==> config.mk <==
export PLATFORM = sky130hd
export DESIGN_NAME = scti_queue
export DESIGN_NICKNAME = d
export VERILOG_FILES = /design/src/rtl/scti_pkg.sv /design/src/rtl/scti_queue.sv
export SDC_FILE = /design/constraint.sdc
export NUM_CORES = 1
export LEC_CHECK = 0
export ABC_CLOCK_PERIOD_IN_PS = 3700
export BUFFER_PORTS_ARGS = -buffer_cell sky130_fd_sc_hd__buf_2
export CORE_MARGIN = 3
export CORE_UTILIZATION = 33
export CTS_CLUSTER_SIZE = 16
export DETAILED_ROUTE_END_ITERATION = 8
export PLACE_DENSITY = 0.51
export RECOVER_POWER = 100
export SLEW_MARGIN = 20
export SYNTH_ARGS = -nofsm -noshare
export SYNTH_HDL_FRONTEND = slang
export SYNTH_SLANG_ARGS = --single-unit
==> constraint.sdc <==
create_clock -name aclk -period 3.7 [get_ports aclk]
set_input_delay 0.555 -clock aclk [delete_from_list [all_inputs] [get_ports aclk]]
set_output_delay 0.555 -clock aclk [all_outputs]
set_load 0.005 [all_outputs]
==> src/rtl/scti_pkg.sv <==
// Shared types, constants and helpers for the staggered cubic time interpolator.
package scti_pkg;

    localparam int SAMPLE_BITS  = 24;
    localparam int CHANNELS_DEF = 4096;
    localparam int CH_W         = 12;
    localparam int CH_EXT_W     = 17;
    localparam int H_W          = 24;
    localparam int RATE_W       = 18;
    localparam int CNT_W        = 11;
    localparam int CFG_IDX_W    = 2;
    localparam int CFG_W        = 18;
    localparam int W_W          = 18;
    localparam int BND_W        = 14;
    localparam int TAPS         = 4;
    localparam int TAP_W        = 2;
    localparam int QUEUE_DEPTH  = 4;

    localparam logic [RATE_W-1:0] RATE_RESET = RATE_W'(65536);
    localparam logic [CNT_W-1:0]  X_RESET    = CNT_W'(256);
    localparam logic [CNT_W-1:0]  Z_RESET    = CNT_W'(256);

    typedef enum logic [1:0] {
        FUNC_STEP   = 2'd0,
        FUNC_LOAD   = 2'd1,
        FUNC_INTERP = 2'd2,
        FUNC_NONE   = 2'd3
    } func_t;

    typedef enum logic [CFG_IDX_W-1:0] {
        CFG_RATE    = 2'd0,
        CFG_X_COUNT = 2'd1,
        CFG_Z_COUNT = 2'd2
    } cfg_reg_t;

    typedef enum logic [2:0] {
        ST_IDLE,
        ST_POS,
        ST_SQUARE,
        ST_CUBE,
        ST_WEIGHT,
        ST_COMMIT
    } step_state_t;

    typedef struct packed {
        func_t                         func;
        logic [H_W-1:0]                half_step;
        logic [CH_W-1:0]               channel;
        logic [TAP_W-1:0]              tap;
        logic signed [SAMPLE_BITS-1:0] sample;
    } in_item_t;

    typedef struct packed {
        logic                          need_frame;
        logic                          in_phase;
        logic signed [SAMPLE_BITS-1:0] value;
    } out_item_t;

    typedef struct packed {
        func_t                         func;
        logic                          need_frame;
        logic [CH_W-1:0]               channel;
        logic [TAP_W-1:0]              tap;
        logic signed [SAMPLE_BITS-1:0] sample;
    } q_entry_t;

    typedef struct packed {
        logic [BND_W-1:0] b_x;
        logic [BND_W-1:0] b_3x;
        logic [BND_W-1:0] b_4xz;
        logic [BND_W-1:0] b_4x3z;
        logic [BND_W-1:0] b_4x4z;
    } bounds_t;

    typedef struct packed {
        logic [TAP_W-1:0]            ring_base;
        logic                        phase;
        logic [TAPS-1:0][W_W-1:0]    weights;
        bounds_t                     bounds;
    } ctx_t;

    function automatic bounds_t bounds_of(input logic [CNT_W-1:0] x, input logic [CNT_W-1:0] z);
        logic [BND_W-1:0] xe;
        logic [BND_W-1:0] ze;
        bounds_t          b;
        xe       = BND_W'(x);
        ze       = BND_W'(z);
        b.b_x    = xe;
        b.b_3x   = xe + (xe << 1);
        b.b_4xz  = (xe << 2) + ze;
        b.b_4x3z = (xe << 2) + ze + (ze << 1);
        b.b_4x4z = (xe << 2) + (ze << 2);
        return b;
    endfunction

endpackage

==> src/rtl/scti_queue.sv <==
// Short flop queue of classified items between front and back.
module scti_queue (
    input  logic               aclk,
    input  logic               aresetn,
    input  logic               push,
    input  scti_pkg::q_entry_t push_entry,
    input  logic               pop,
    output scti_pkg::q_entry_t pop_entry,
    output logic               empty,
    output logic               full
);
    import scti_pkg::*;

    localparam int Q_AW = $clog2(QUEUE_DEPTH);

    q_entry_t          slots_reg [QUEUE_DEPTH];
    logic [Q_AW-1:0]   wr_ptr_reg;
    logic [Q_AW-1:0]   rd_ptr_reg;
    logic [Q_AW:0]     count_reg, count_next;

    assign empty     = (count_reg == '0);
    assign full      = (count_reg == (Q_AW + 1)'(QUEUE_DEPTH));
    assign pop_entry = slots_reg[rd_ptr_reg];

    always_comb begin
        count_next = count_reg;
        if (push && !pop) begin
            count_next = count_reg + 1'b1;
        end else if (pop && !push) begin
            count_next = count_reg - 1'b1;
        end
    end

    always_ff @(posedge aclk) begin
        if (push) begin
            slots_reg[wr_ptr_reg] <= push_entry;
        end
    end

    always_ff @(posedge aclk) begin
        if (!aresetn) begin
            wr_ptr_reg <= '0;
            rd_ptr_reg <= '0;
            count_reg  <= '0;
        end else begin
            count_reg <= count_next;
            if (push) begin
                wr_ptr_reg <= wr_ptr_reg + 1'b1;
            end
            if (pop) begin
                rd_ptr_reg <= rd_ptr_reg + 1'b1;
            end
        end
    end

endmodule

==> insert_results.sql <==
INSERT INTO impl_metrics (metric_group, metric, value, unit) VALUES
('setup_path', 'path_class', 'reg2reg', ''),
('setup_path', 'critical_path.startpoint_type', 'flip-flop', ''),
('run', 'drv_cap', '0', ''),
('cells_and_area', 'syn2layout_area_growth', '18.8', '%'),
('clocking', 'worst_skew_pair.late_latency', '0.41', 'ns'),
('clocking', 'tritoncts', 'yes', ''),
('logic_synthesis', 'synth_cell_types', '22', ''),
('logic_synthesis', 'number_of_enable_flip_flop_cells_after_synthesis', '164', ''),
('setup_path', 'setup.worst_path.end_class', 'flip-flop', ''),
('grt', 'gr-usage-all-layers', '11.5', '%'),
('clocking', 'cts_repair_resize_count', '0', ''),
('setup_path', 'r2r.worst_path.cells', '4', ''),
('sta', 'setup_tns', '0', 'ns'),
('pwr', 'power_leakage', '2.39', 'nW'),
('clocking', 'cts_hold_buffers', '0', ''),
('clocking', 'clk_transition_reported_paths', '0.06', 'ns'),
('detailed_routing', 'vias', '2873', ''),
('place', 'finalWeightedCongestion', '0.619', ''),
('sta', 'maximum_clock_frequency', '363', 'MHz'),
('detailed_routing', 'antenna_violating_nets_post_route', '0', ''),
('logic_synthesis', 'seq_area_frac_synth', '79.6', '%'),
('logic_synthesis', 'postSynthNetCount', '309', ''),
('logic_synthesis', 'yosys_warnings', '0', ''),
('cells_and_area', 'final_cells', '635', ''),
('clocking', 'clock_sinks', '173', ''),
('setup_path', 'critPathMaxFanout', '27', ''),
('cells_and_area', 'drive_gt1_share', '23.2', '%'),
('floorplanning', 'die_w', '145', 'um'),
('logic_synthesis', 'synthTopCellsByArea', 'sky130_fd_sc_hd__edfxtp_1 (77%), sky130_fd_sc_hd__mux4_2 (14%), sky130_fd_sc_hd__dfxtp_1 (2.8%), sky130_fd_sc_hd__buf_12 (1.2%), sky130_fd_sc_hd__ha_1 (0.98%)', ''),
('outcome', 'outcome', 'finished clean', ''),
('setup_path', 'timing.critical_path.arrival', '2.79', 'ns'),
('logic_synthesis', 'synth_ff_type', 'sky130_fd_sc_hd__edfxtp_1', ''),
('logic_synthesis', 'yosysTopAreaCellShare', '76.8', '%'),
('logic_synthesis', 'yosys_register_bits', '173', ''),
('pwr', 'power.density_cell_area', '581', 'nW/um2'),
('grt', 'grt_max_degree', '42', ''),
('cells_and_area', 'fin_nets', '414', ''),
('detailed_routing', 'detail_route.wl_per_cell', '17.9', 'um'),
('grt', 'number_of_global_route_vias_before_repair', '3212', ''),
('sta', 'worst_pin_slew', '1.26', 'ns'),
('min_path', 'hold_path_startpoint', 'push_entry[26]', ''),
('floorplanning', 'ioPinCount', '88', ''),
('sta', 'period_minus_slack', '2.76', 'ns'),
('detailed_routing', 'detail_route.wirelength', '11.4', 'mm'),
('logic_synthesis', 'netlist.top_cell.by_area', 'sky130_fd_sc_hd__edfxtp_1', ''),
('grt', 'grt_pass1_wl', '18.1', 'mm'),
('floorplanning', 'die_height', '145', 'um'),
('sta', 'timing.final.max_slew_violations', '0', ''),
('setup_path', 'worst_r2r_startpoint', 'wr_ptr_reg[0]', ''),
('place', 'dp_cells', '604', ''),
('floorplanning', 'design.die.area', '21100', 'um2'),
('cells_and_area', 'antenna-diode-count', '0', ''),
('clocking', 'clockBufferDepth', '2', ''),
('logic_synthesis', 'post_synth_instance_area', '6410', 'um2'),
('detailed_routing', 'iter_0_drt_violations', '136', ''),
('sta', 'timing.clock.skew', '0.00698', 'ns'),
('sta', 'period_share', '74.5', '%'),
('cells_and_area', 'nFillCells', '1747', ''),
('grt', 'overflow', '0', ''),
('grt', 'grt_antenna_before_repair', '1', ''),
('min_path', 'min_delay_path_depth', '1', ''),
('logic_synthesis', 'async_reset_ff_share', '0', '%'),
('cells_and_area', 'largest_reg_flops', '164', ''),
('place', 'io_buffers', '87', ''),
('clocking', 'cts-buffers-inserted', '17', ''),
('pwr', 'vdd_drop_max', '318', 'uV'),
('setup_path', 'worst_ep_required_time', '3.74', 'ns'),
('sta', 'timing.slew.headroom', '16.2', '%'),
('floorplanning', 'floorplan.rows', '50', ''),
('detailed_routing', 'firstDrtPassIters', '4', ''),
('logic_synthesis', 'synth_most_common_cell', 'sky130_fd_sc_hd__edfxtp_1', '');
==> cell families after synthesis <==
group                    share of synthesized area (%)
flip-flops                                        79.6
multiplexers                                      14.8
AND/OR/NAND/NOR                                   1.42
buffers and inverters                             2.03
adder cells (fa/ha/maj)                           1.29
XOR/XNOR                                         0.683
AO/OA/AOI/OAI                                    0.195
==> worst max-delay path, cell delays in order, from the launching register on <==
cell                       delay [ns]
sky130_fd_sc_hd__dfxtp_1         0.34
sky130_fd_sc_hd__inv_1           0.09
sky130_fd_sc_hd__ha_1            0.13
sky130_fd_sc_hd__and2_0          0.95
sky130_fd_sc_hd__clkbuf_2        0.84
==> layout make-up <==
class / count / area, um2 / area share, %
Clock buffer: 17 / 425 / 5.59
Clock inverter: 14 / 174 / 2.28
Inverter: 4 / 15.0 / 0.197
Multi-Input combinational cell: 71 / 1180 / 15.5
Sequential cell: 173 / 5110 / 67.1
Tap cell: 260 / 325 / 4.27
Timing Repair Buffer: 96 / 389 / 5.11
==> through the flow <==
step	util (%)	cell area, um2	power [mW]	worst slack (ns)	hold WS [ns]
global placement	37.8	7140	2.71	1.34	0.504
finish	40.3	7620	4.43	0.942	0.397
detailed placement	37.8	7140	2.72	1.34	0.513
floorplan	-	6410	2.55	1.75	0.472
global route	40.3	7620	4.62	0.661	0.395
CTS	40.9	7730	4.52	0.878	0.325
==> cell usage in the layout, fill, tap and decap left out, drive strengths merged, types with 2 or more instances in the layout <==
cell type | Yosys | final
edfxtp | 164 | 164
clkinv | 0 | 7
ha | 5 | 5
buf | 10 | 18
bufinv | 0 | 4
mux2i | 2 | 2
dfxtp | 9 | 9
and2 | 9 | 9
nor2b | 2 | 2
xor2 | 3 | 3
inv | 4 | 6
xnor2 | 2 | 2
mux4 | 41 | 41
clkbuf | 0 | 95
==> metal layers <==
layer	GRT usage [%]	wire length [um]	vias to the layer above
li1	-	-	1287
met1	13.9	4820	1508
met2	18.5	5690	64
met3	4.58	686	12
met4	5.13	148	2
met5	0	13	-
==> how the worst max path moves through the flow <==
stage	start	end
global placement	flip-flop	pop_entry[36]
floorplan	push	slots_reg[0][0]
global route	wr_ptr_reg[0]	slots_reg[0][31]
CTS	flip-flop	pop_entry[36]
finish	wr_ptr_reg[0]	slots_reg[0][35]
detailed placement	flip-flop	pop_entry[36]
==> report_power, final <==
| part | total [mW] | switching [mW] | internal (mW) | leakage, nW |
|---|---|---|---|---|
| Clock | 1.79 | 0.671 | 1.11 | 0.291 |
| Sequential | 2.31 | 0.0582 | 2.25 | 1.58 |
| Combinational | 0.335 | 0.166 | 0.169 | 0.519 |
| Total | 4.43 | 0.895 | 3.53 | 2.39 |
Power figures use the tool's default switching activity.
