**src/rtl/scti_pkg.sv**
```systemverilog
// Shared types, constants and helpers for the staggered cubic time interpolator.
package scti_pkg;

    localparam int SAMPLE_BITS  = 24;
    localparam int CHANNELS_DEF = 4096;
    localparam int CH_W         = 12;
    localparam int CH_EXT_W     = 17;
    localparam int H_W          = 24;
    localparam int RATE_W       = 18;
    localparam int CNT_W        = 11;
    localparam int CFG_IDX_W    = 2;
    localparam int CFG_W        = 18;
    localparam int W_W          = 18;
    localparam int BND_W        = 14;
    localparam int TAPS         = 4;
    localparam int TAP_W        = 2;
    localparam int QUEUE_DEPTH  = 4;

    localparam logic [RATE_W-1:0] RATE_RESET = RATE_W'(65536);
    localparam logic [CNT_W-1:0]  X_RESET    = CNT_W'(256);
    localparam logic [CNT_W-1:0]  Z_RESET    = CNT_W'(256);

    typedef enum logic [1:0] {
        FUNC_STEP   = 2'd0,
        FUNC_LOAD   = 2'd1,
        FUNC_INTERP = 2'd2,
        FUNC_NONE   = 2'd3
    } func_t;

    typedef enum logic [CFG_IDX_W-1:0] {
        CFG_RATE    = 2'd0,
        CFG_X_COUNT = 2'd1,
        CFG_Z_COUNT = 2'd2
    } cfg_reg_t;

    typedef enum logic [2:0] {
        ST_IDLE,
        ST_POS,
        ST_SQUARE,
        ST_CUBE,
        ST_WEIGHT,
        ST_COMMIT
    } step_state_t;

    typedef struct packed {
        func_t                         func;
        logic [H_W-1:0]                half_step;
        logic [CH_W-1:0]               channel;
        logic [TAP_W-1:0]              tap;
        logic signed [SAMPLE_BITS-1:0] sample;
    } in_item_t;

    typedef struct packed {
        logic                          need_frame;
        logic                          in_phase;
        logic signed [SAMPLE_BITS-1:0] value;
    } out_item_t;

    typedef struct packed {
        func_t                         func;
        logic                          need_frame;
        logic [CH_W-1:0]               channel;
        logic [TAP_W-1:0]              tap;
        logic signed [SAMPLE_BITS-1:0] sample;
    } q_entry_t;

    typedef struct packed {
        logic [BND_W-1:0] b_x;
        logic [BND_W-1:0] b_3x;
        logic [BND_W-1:0] b_4xz;
        logic [BND_W-1:0] b_4x3z;
        logic [BND_W-1:0] b_4x4z;
    } bounds_t;

    typedef struct packed {
        logic [TAP_W-1:0]            ring_base;
        logic                        phase;
        logic [TAPS-1:0][W_W-1:0]    weights;
        bounds_t                     bounds;
    } ctx_t;

    function automatic bounds_t bounds_of(input logic [CNT_W-1:0] x, input logic [CNT_W-1:0] z);
        logic [BND_W-1:0] xe;
        logic [BND_W-1:0] ze;
        bounds_t          b;
        xe       = BND_W'(x);
        ze       = BND_W'(z);
        b.b_x    = xe;
        b.b_3x   = xe + (xe << 1);
        b.b_4xz  = (xe << 2) + ze;
        b.b_4x3z = (xe << 2) + ze + (ze << 1);
        b.b_4x4z = (xe << 2) + (ze << 2);
        return b;
    endfunction

endpackage

```
**src/rtl/scti_front.sv**
```systemverilog
// Front end: item intake, configuration registers and step weight engine.
module scti_front (
    input  logic                          aclk,
    input  logic                          aresetn,
    input  logic                          s_valid,
    output logic                          s_ready,
    input  scti_pkg::in_item_t            s_item,
    input  logic                          cfg_we,
    input  logic [scti_pkg::CFG_IDX_W-1:0] cfg_addr,
    input  logic [scti_pkg::CFG_W-1:0]    cfg_wdata,
    output logic                          q_push,
    output scti_pkg::q_entry_t            q_push_entry,
    input  logic                          q_full,
    input  logic                          q_empty,
    input  logic                          back_busy,
    output scti_pkg::ctx_t                ctx
);
    import scti_pkg::*;

    localparam int POS_W = H_W + RATE_W;
    localparam int FR_W  = 16;
    localparam int SQ_W  = 2 * FR_W;
    localparam int CU_W  = 3 * FR_W;
    localparam int WQ_W  = 54;
    localparam logic signed [WQ_W-1:0] ONE_Q49  = WQ_W'(1) <<< 49;
    localparam logic signed [WQ_W-1:0] HALF_Q33 = WQ_W'(1) <<< 32;

    step_state_t                 state_reg, state_next;
    logic [H_W-1:0]              h_reg;
    logic [POS_W-1:0]            pos_reg, pos_next;
    logic [POS_W-1:0]            pos_prev;
    logic [FR_W-1:0]             frac_reg;
    logic [SQ_W-1:0]             sq_reg;
    logic [CU_W-1:0]             cube_reg;
    logic                        rot_reg, rot_next;
    logic [TAPS-1:0][W_W-1:0]    wpend_reg, wpend_next;
    logic [TAPS-1:0][W_W-1:0]    weights_reg;
    logic [TAP_W-1:0]            ring_reg;
    logic                        phase_reg;
    logic [RATE_W-1:0]           rate_reg;
    logic [CNT_W-1:0]            x_reg;
    logic [CNT_W-1:0]            z_reg;
    bounds_t                     bounds_reg;
    logic                        h_load;
    logic                        commit;

    logic signed [WQ_W-1:0]      t1, t2, t3;
    logic signed [WQ_W-1:0]      wq [TAPS];
    logic signed [WQ_W-1:0]      wr [TAPS];

    always_comb begin
        state_next = state_reg;
        unique case (state_reg)
            ST_IDLE: begin
                if (s_valid && !q_full && s_item.func == FUNC_STEP) begin
                    state_next = ST_POS;
                end
            end
            ST_POS:    state_next = ST_SQUARE;
            ST_SQUARE: state_next = ST_CUBE;
            ST_CUBE:   state_next = ST_WEIGHT;
            ST_WEIGHT: state_next = ST_COMMIT;
            ST_COMMIT: begin
                if (q_empty && !back_busy) begin
                    state_next = ST_IDLE;
                end
            end
            default:   state_next = ST_IDLE;
        endcase
    end

    always_comb begin
        s_ready      = 1'b0;
        q_push       = 1'b0;
        h_load       = 1'b0;
        commit       = 1'b0;
        q_push_entry.func       = s_item.func;
        q_push_entry.need_frame = 1'b0;
        q_push_entry.channel    = s_item.channel;
        q_push_entry.tap        = s_item.tap;
        q_push_entry.sample     = s_item.sample;
        unique case (state_reg)
            ST_IDLE: begin
                s_ready = !q_full;
                if (s_valid && !q_full) begin
                    if (s_item.func == FUNC_STEP) begin
                        h_load = 1'b1;
                    end else begin
                        q_push = 1'b1;
                    end
                end
            end
            ST_COMMIT: begin
                commit                  = q_empty && !back_busy;
                q_push                  = commit;
                q_push_entry.func       = FUNC_STEP;
                q_push_entry.need_frame = rot_reg;
            end
            default: begin
            end
        endcase
    end

    assign pos_next = POS_W'(h_reg) * POS_W'(rate_reg);
    assign pos_prev = pos_reg - POS_W'(rate_reg);
    assign rot_next = (h_reg != '0) && (pos_reg[POS_W-1:17] != pos_prev[POS_W-1:17]);

    always_comb begin
        t1 = $signed(WQ_W'(frac_reg));
        t2 = $signed(WQ_W'(sq_reg));
        t3 = $signed(WQ_W'(cube_reg));
        wq[0] = -t3 + (t2 <<< 17) - (t1 <<< 32);
        wq[1] = (t3 <<< 1) + t3 - (t2 <<< 18) - (t2 <<< 16) + ONE_Q49;
        wq[2] = -(t3 <<< 1) - t3 + (t2 <<< 18) + (t1 <<< 32);
        wq[3] = t3 - (t2 <<< 16);
        for (int j = 0; j < TAPS; j++) begin
            wr[j]         = (wq[j] + HALF_Q33) >>> 33;
            wpend_next[j] = wr[j][W_W-1:0];
        end
    end

    always_ff @(posedge aclk) begin
        if (h_load) begin
            h_reg <= s_item.half_step;
        end
        if (state_reg == ST_POS) begin
            pos_reg <= pos_next;
        end
        if (state_reg == ST_SQUARE) begin
            frac_reg <= pos_reg[FR_W:1];
            sq_reg   <= SQ_W'(pos_reg[FR_W:1]) * SQ_W'(pos_reg[FR_W:1]);
            rot_reg  <= rot_next;
        end
        if (state_reg == ST_CUBE) begin
            cube_reg <= CU_W'(sq_reg) * CU_W'(frac_reg);
        end
        if (state_reg == ST_WEIGHT) begin
            wpend_reg <= wpend_next;
        end
    end

    always_ff @(posedge aclk) begin
        if (!aresetn) begin
            state_reg   <= ST_IDLE;
            weights_reg <= '0;
            ring_reg    <= '0;
            phase_reg   <= 1'b0;
            rate_reg    <= RATE_RESET;
            x_reg       <= X_RESET;
            z_reg       <= Z_RESET;
            bounds_reg  <= bounds_of(X_RESET, Z_RESET);
        end else begin
            state_reg  <= state_next;
            bounds_reg <= bounds_of(x_reg, z_reg);
            if (commit) begin
                weights_reg <= wpend_reg;
                ring_reg    <= ring_reg + TAP_W'(rot_reg);
                phase_reg   <= h_reg[0];
            end
            if (cfg_we) begin
                unique case (cfg_reg_t'(cfg_addr))
                    CFG_RATE:    rate_reg <= cfg_wdata[RATE_W-1:0];
                    CFG_X_COUNT: x_reg    <= cfg_wdata[CNT_W-1:0];
                    CFG_Z_COUNT: z_reg    <= cfg_wdata[CNT_W-1:0];
                    default: begin
                    end
                endcase
            end
        end
    end

    assign ctx.ring_base = ring_reg;
    assign ctx.phase     = phase_reg;
    assign ctx.weights   = weights_reg;
    assign ctx.bounds    = bounds_reg;

endmodule

```
**config.mk**
```make
export PLATFORM = sky130hd
export DESIGN_NAME = scti_front
export DESIGN_NICKNAME = d
export VERILOG_FILES = /design/src/rtl/scti_pkg.sv /design/src/rtl/scti_front.sv
export SDC_FILE = /design/constraint.sdc
export NUM_CORES = 2
export LEC_CHECK = 0
export ABC_AREA = 0
export BUFFER_PORTS_ARGS = -buffer_cell sky130_fd_sc_hd__buf_2
export CAP_MARGIN = 15
export CORE_ASPECT_RATIO = 1.2
export CORE_UTILIZATION = 42
export CTS_BUF_LIST = sky130_fd_sc_hd__clkbuf_16
export CTS_CLUSTER_DIAMETER = 100
export CTS_CLUSTER_SIZE = 16
export DETAILED_ROUTE_END_ITERATION = 10
export PLACE_DENSITY = 0.66
export SLEW_MARGIN = 25
export SYNTH_ARGS = -nofsm -noshare
export SYNTH_HDL_FRONTEND = slang
export SYNTH_SLANG_ARGS = --single-unit
```
**constraint.sdc**
```tcl
create_clock -name aclk -period 14.4 [get_ports aclk]
set_clock_uncertainty 0.2 [all_clocks]
set_input_delay 0.72 -clock aclk [delete_from_list [all_inputs] [get_ports aclk]]
set_output_delay 0.72 -clock aclk [all_outputs]
set_load 0.05 [all_outputs]
```
==> metrics.txt <==
status=completed; CTS Buf Count=35; final hold vios=0; vias per std cell=5.26; Setup crit end kind=register; clock buffer depth=3; max reg flops=133; Yosys cell types=95; GRT met3 Usage=~2.5%; vias=between 40000 and 50000; first-pass GRT wire length=244000 um; Initial Utilization=42.4%; worst-path fanout max=24; Final Max Slew Viols=0; worst hold stages=1; H-tree depth=2; RSZ-0062 raised after global routing=false; clock-pin slew on the worst setup and hold paths=~0.080 ns; num ports=279; crit start category=register; # hold bufs at CTS=0; warnings from Yosys=0; CP Cell Sequence=inv_1 > nor2_1 > fa_1 > fa_1 > fa_1 > fa_1 > fa_1 > inv_1 > fa_1 > inv_1 > ha_1 > nand4_1 > or3_1 > o21ai_0 > a21o_1 > o31a_1 > a21bo_2 > a41oi_2 > a31oi_2 > a31oi_1 > o41ai_2 > xor2_1; drt total wl=153000 um; met2 usage=40.9%; final setup violation count=0; relative slew slack=29.1%; DR iter-0 viols=between 2000 and 2500; gr busiest metal=met2; die area=~140000 um^2; ys flop type=edfxtp_1; fraction of registers with async set/reset=0%; critical path type=register to register; Critical Path Slowest Stage Cell=inv_1; PortBufs=between 150 and 200; DR pass1 iterations=6; most common cell after layout, fill and taps aside=inv_1; post-CTS setup buffers=0; fin nets=approximately 8000; r2r startpoint=frac_reg[15]; setup_tns=0 ns; highest clock rate=125 MHz; reg2reg path depth=22; vias in the first global route=45582; Yosys top cell area share=32.3%; post-route clock period utilization=about 56%; initial antenna violation count=1; area delta synth->final=6.37%; hold path startpoint=s_item[59]; # rows=between 100 and 150; GRT Total Usage=between 20 and 25%; largest cells by area after synthesis=fa_1 (32%), ha_1 (15%), edfxtp_1 (11%), inv_1 (7.8%), dfxtp_1 (6.1%); critical path required time=~15 ns; Max Cap Viol=0; post-DP HPWL=between 100000 and 150000 um; minimum clock period=~8 ns; root buffer selected by CTS=clkbuf_16; post-synth top area cell=fa_1; critical path arrival=8.15 ns; largest net degree at the start of global routing=122; actual slew at the worst max-slew pin=approximately 1.1 ns; GR Util met1=approximately a quarter; sequential share of the synthesized area=between 15 and 20%; Synth Register Bits=between 300 and 400; core area=roughly 140000 um^2; routability cong.=~0.93; Die Y-Extent=~410 um; register-to-register setup slack=about 6.4 ns; Post-synth EDFFs=roughly 220; post-CTS sizing=0; Remaining DRCs=0; DR WL/cell=about 19 um; Worst Hold Class=input pin to register; layout cells sized above 1=approximately 6.1%; gr ovfl total=0; Die X=~340 um; final antenna-violating net count=0; Crit. Startpoint=frac_reg[15]; Post-Syn Area per Cell=9.43 um^2; Sink Count=a little under 400; Post-Synthesis Cells=around 6200; Critical Path Most Common Cell=fa_1; Mapped Area=58300 um^2; Clock Latency Late Sink=0.62 ns; Max stage delay on crit path=between 0.8 and 0.9 ns; CTS tree=built; commonest non-fill, non-tap cells in the layout=inv_1 (1224), fa_1 (941), nand2_1 (823), ha_1 (721), nor2_1 (333)
## kinds of logic after synthesis
group,synth area share (%)
other,0.0129
xor gates and xnor gates,3.05
and+or+nand+nor,12.8
DFF,17.2
muxes,0.431
adders and majority gates,47.8
buffers and inverters,10.0
AOI/OAI and AO/OA,8.72
## final cells by class
| type | count | area (um^2) |
|---|---|---|
| inverter | 1224 | 4590 |
| timing repair buffer | 265 | 1510 |
| sequential | 394 | 10000 |
| clock inverter | 26 | 225 |
| antenna | 1 | 2.50 |
| multi-input combinational | 4304 | 42600 |
| clock buffer | 35 | 876 |
| tap | 1812 | 2270 |
| fill | 13223 | 75500 |
## cell usage after synthesis, types with 16 or more instances
master    count
a211oi_1     32
a21boi_0    104
a21o_1      105
a21oi_1     207
and2_1      198
and3_1       19
buf_1        16
buf_4        49
clkbuf_1    214
dfxtp_1     179
edfxtp_1    215
fa_1        941
ha_1        721
inv_1      1214
mux2i_1      24
nand2_1     823
nand2b_1     37
nand3_1      37
nand4_1      27
nor2_1      335
nor2b_1      54
nor3_1       30
o21a_1       38
o21ai_0     113
o21bai_1     29
xnor2_1     137
xor2_1       63
## path summary, 6_finish.rpt
path | end
max | cube_reg[42]
min | h_reg[21]
max reg2reg | cube_reg[42]
min reg2reg | ctx[70]
## per-layer routing
layer	share of wire, %	vias up	routed length (um)
li1	-	19373	-
met1	37	21396	57000
met2	52	1205	79600
met3	4.7	414	7210
met4	5.7	0	8650
met5	0	-	0
## per-stage QoR
stage / hold slack, ns / setup slack, ns / instance area [um^2] / util [%] / std cells
floorplan: 0.244 / 7.50 / 58400 / - / 6203
global placement: 0.252 / 6.57 / 61000 / 44.3 / 7999
detailed placement: 0.257 / 6.46 / 61000 / 44.3 / 7999
CTS: 0.0283 / 6.41 / 62100 / 45.1 / 8060
global route: 0.0464 / 6.06 / 62100 / 45.1 / 8061
finish: 0.0636 / 6.40 / 62100 / 45.1 / 8061
## critical path: cells and delay by family (launching register included)
family                     cells  cell delay [ns]
adders and majority gates      7             3.32
xor gates and xnor gates       1             0.10
and+or+nand+nor                3             0.69
buffers and inverters          3             0.92
DFF                            1             0.55
AOI/OAI and AO/OA              8             1.92
Power is not shown: default switching activity piles up to over one toggle a cycle in this logic, so the estimate is an artifact.
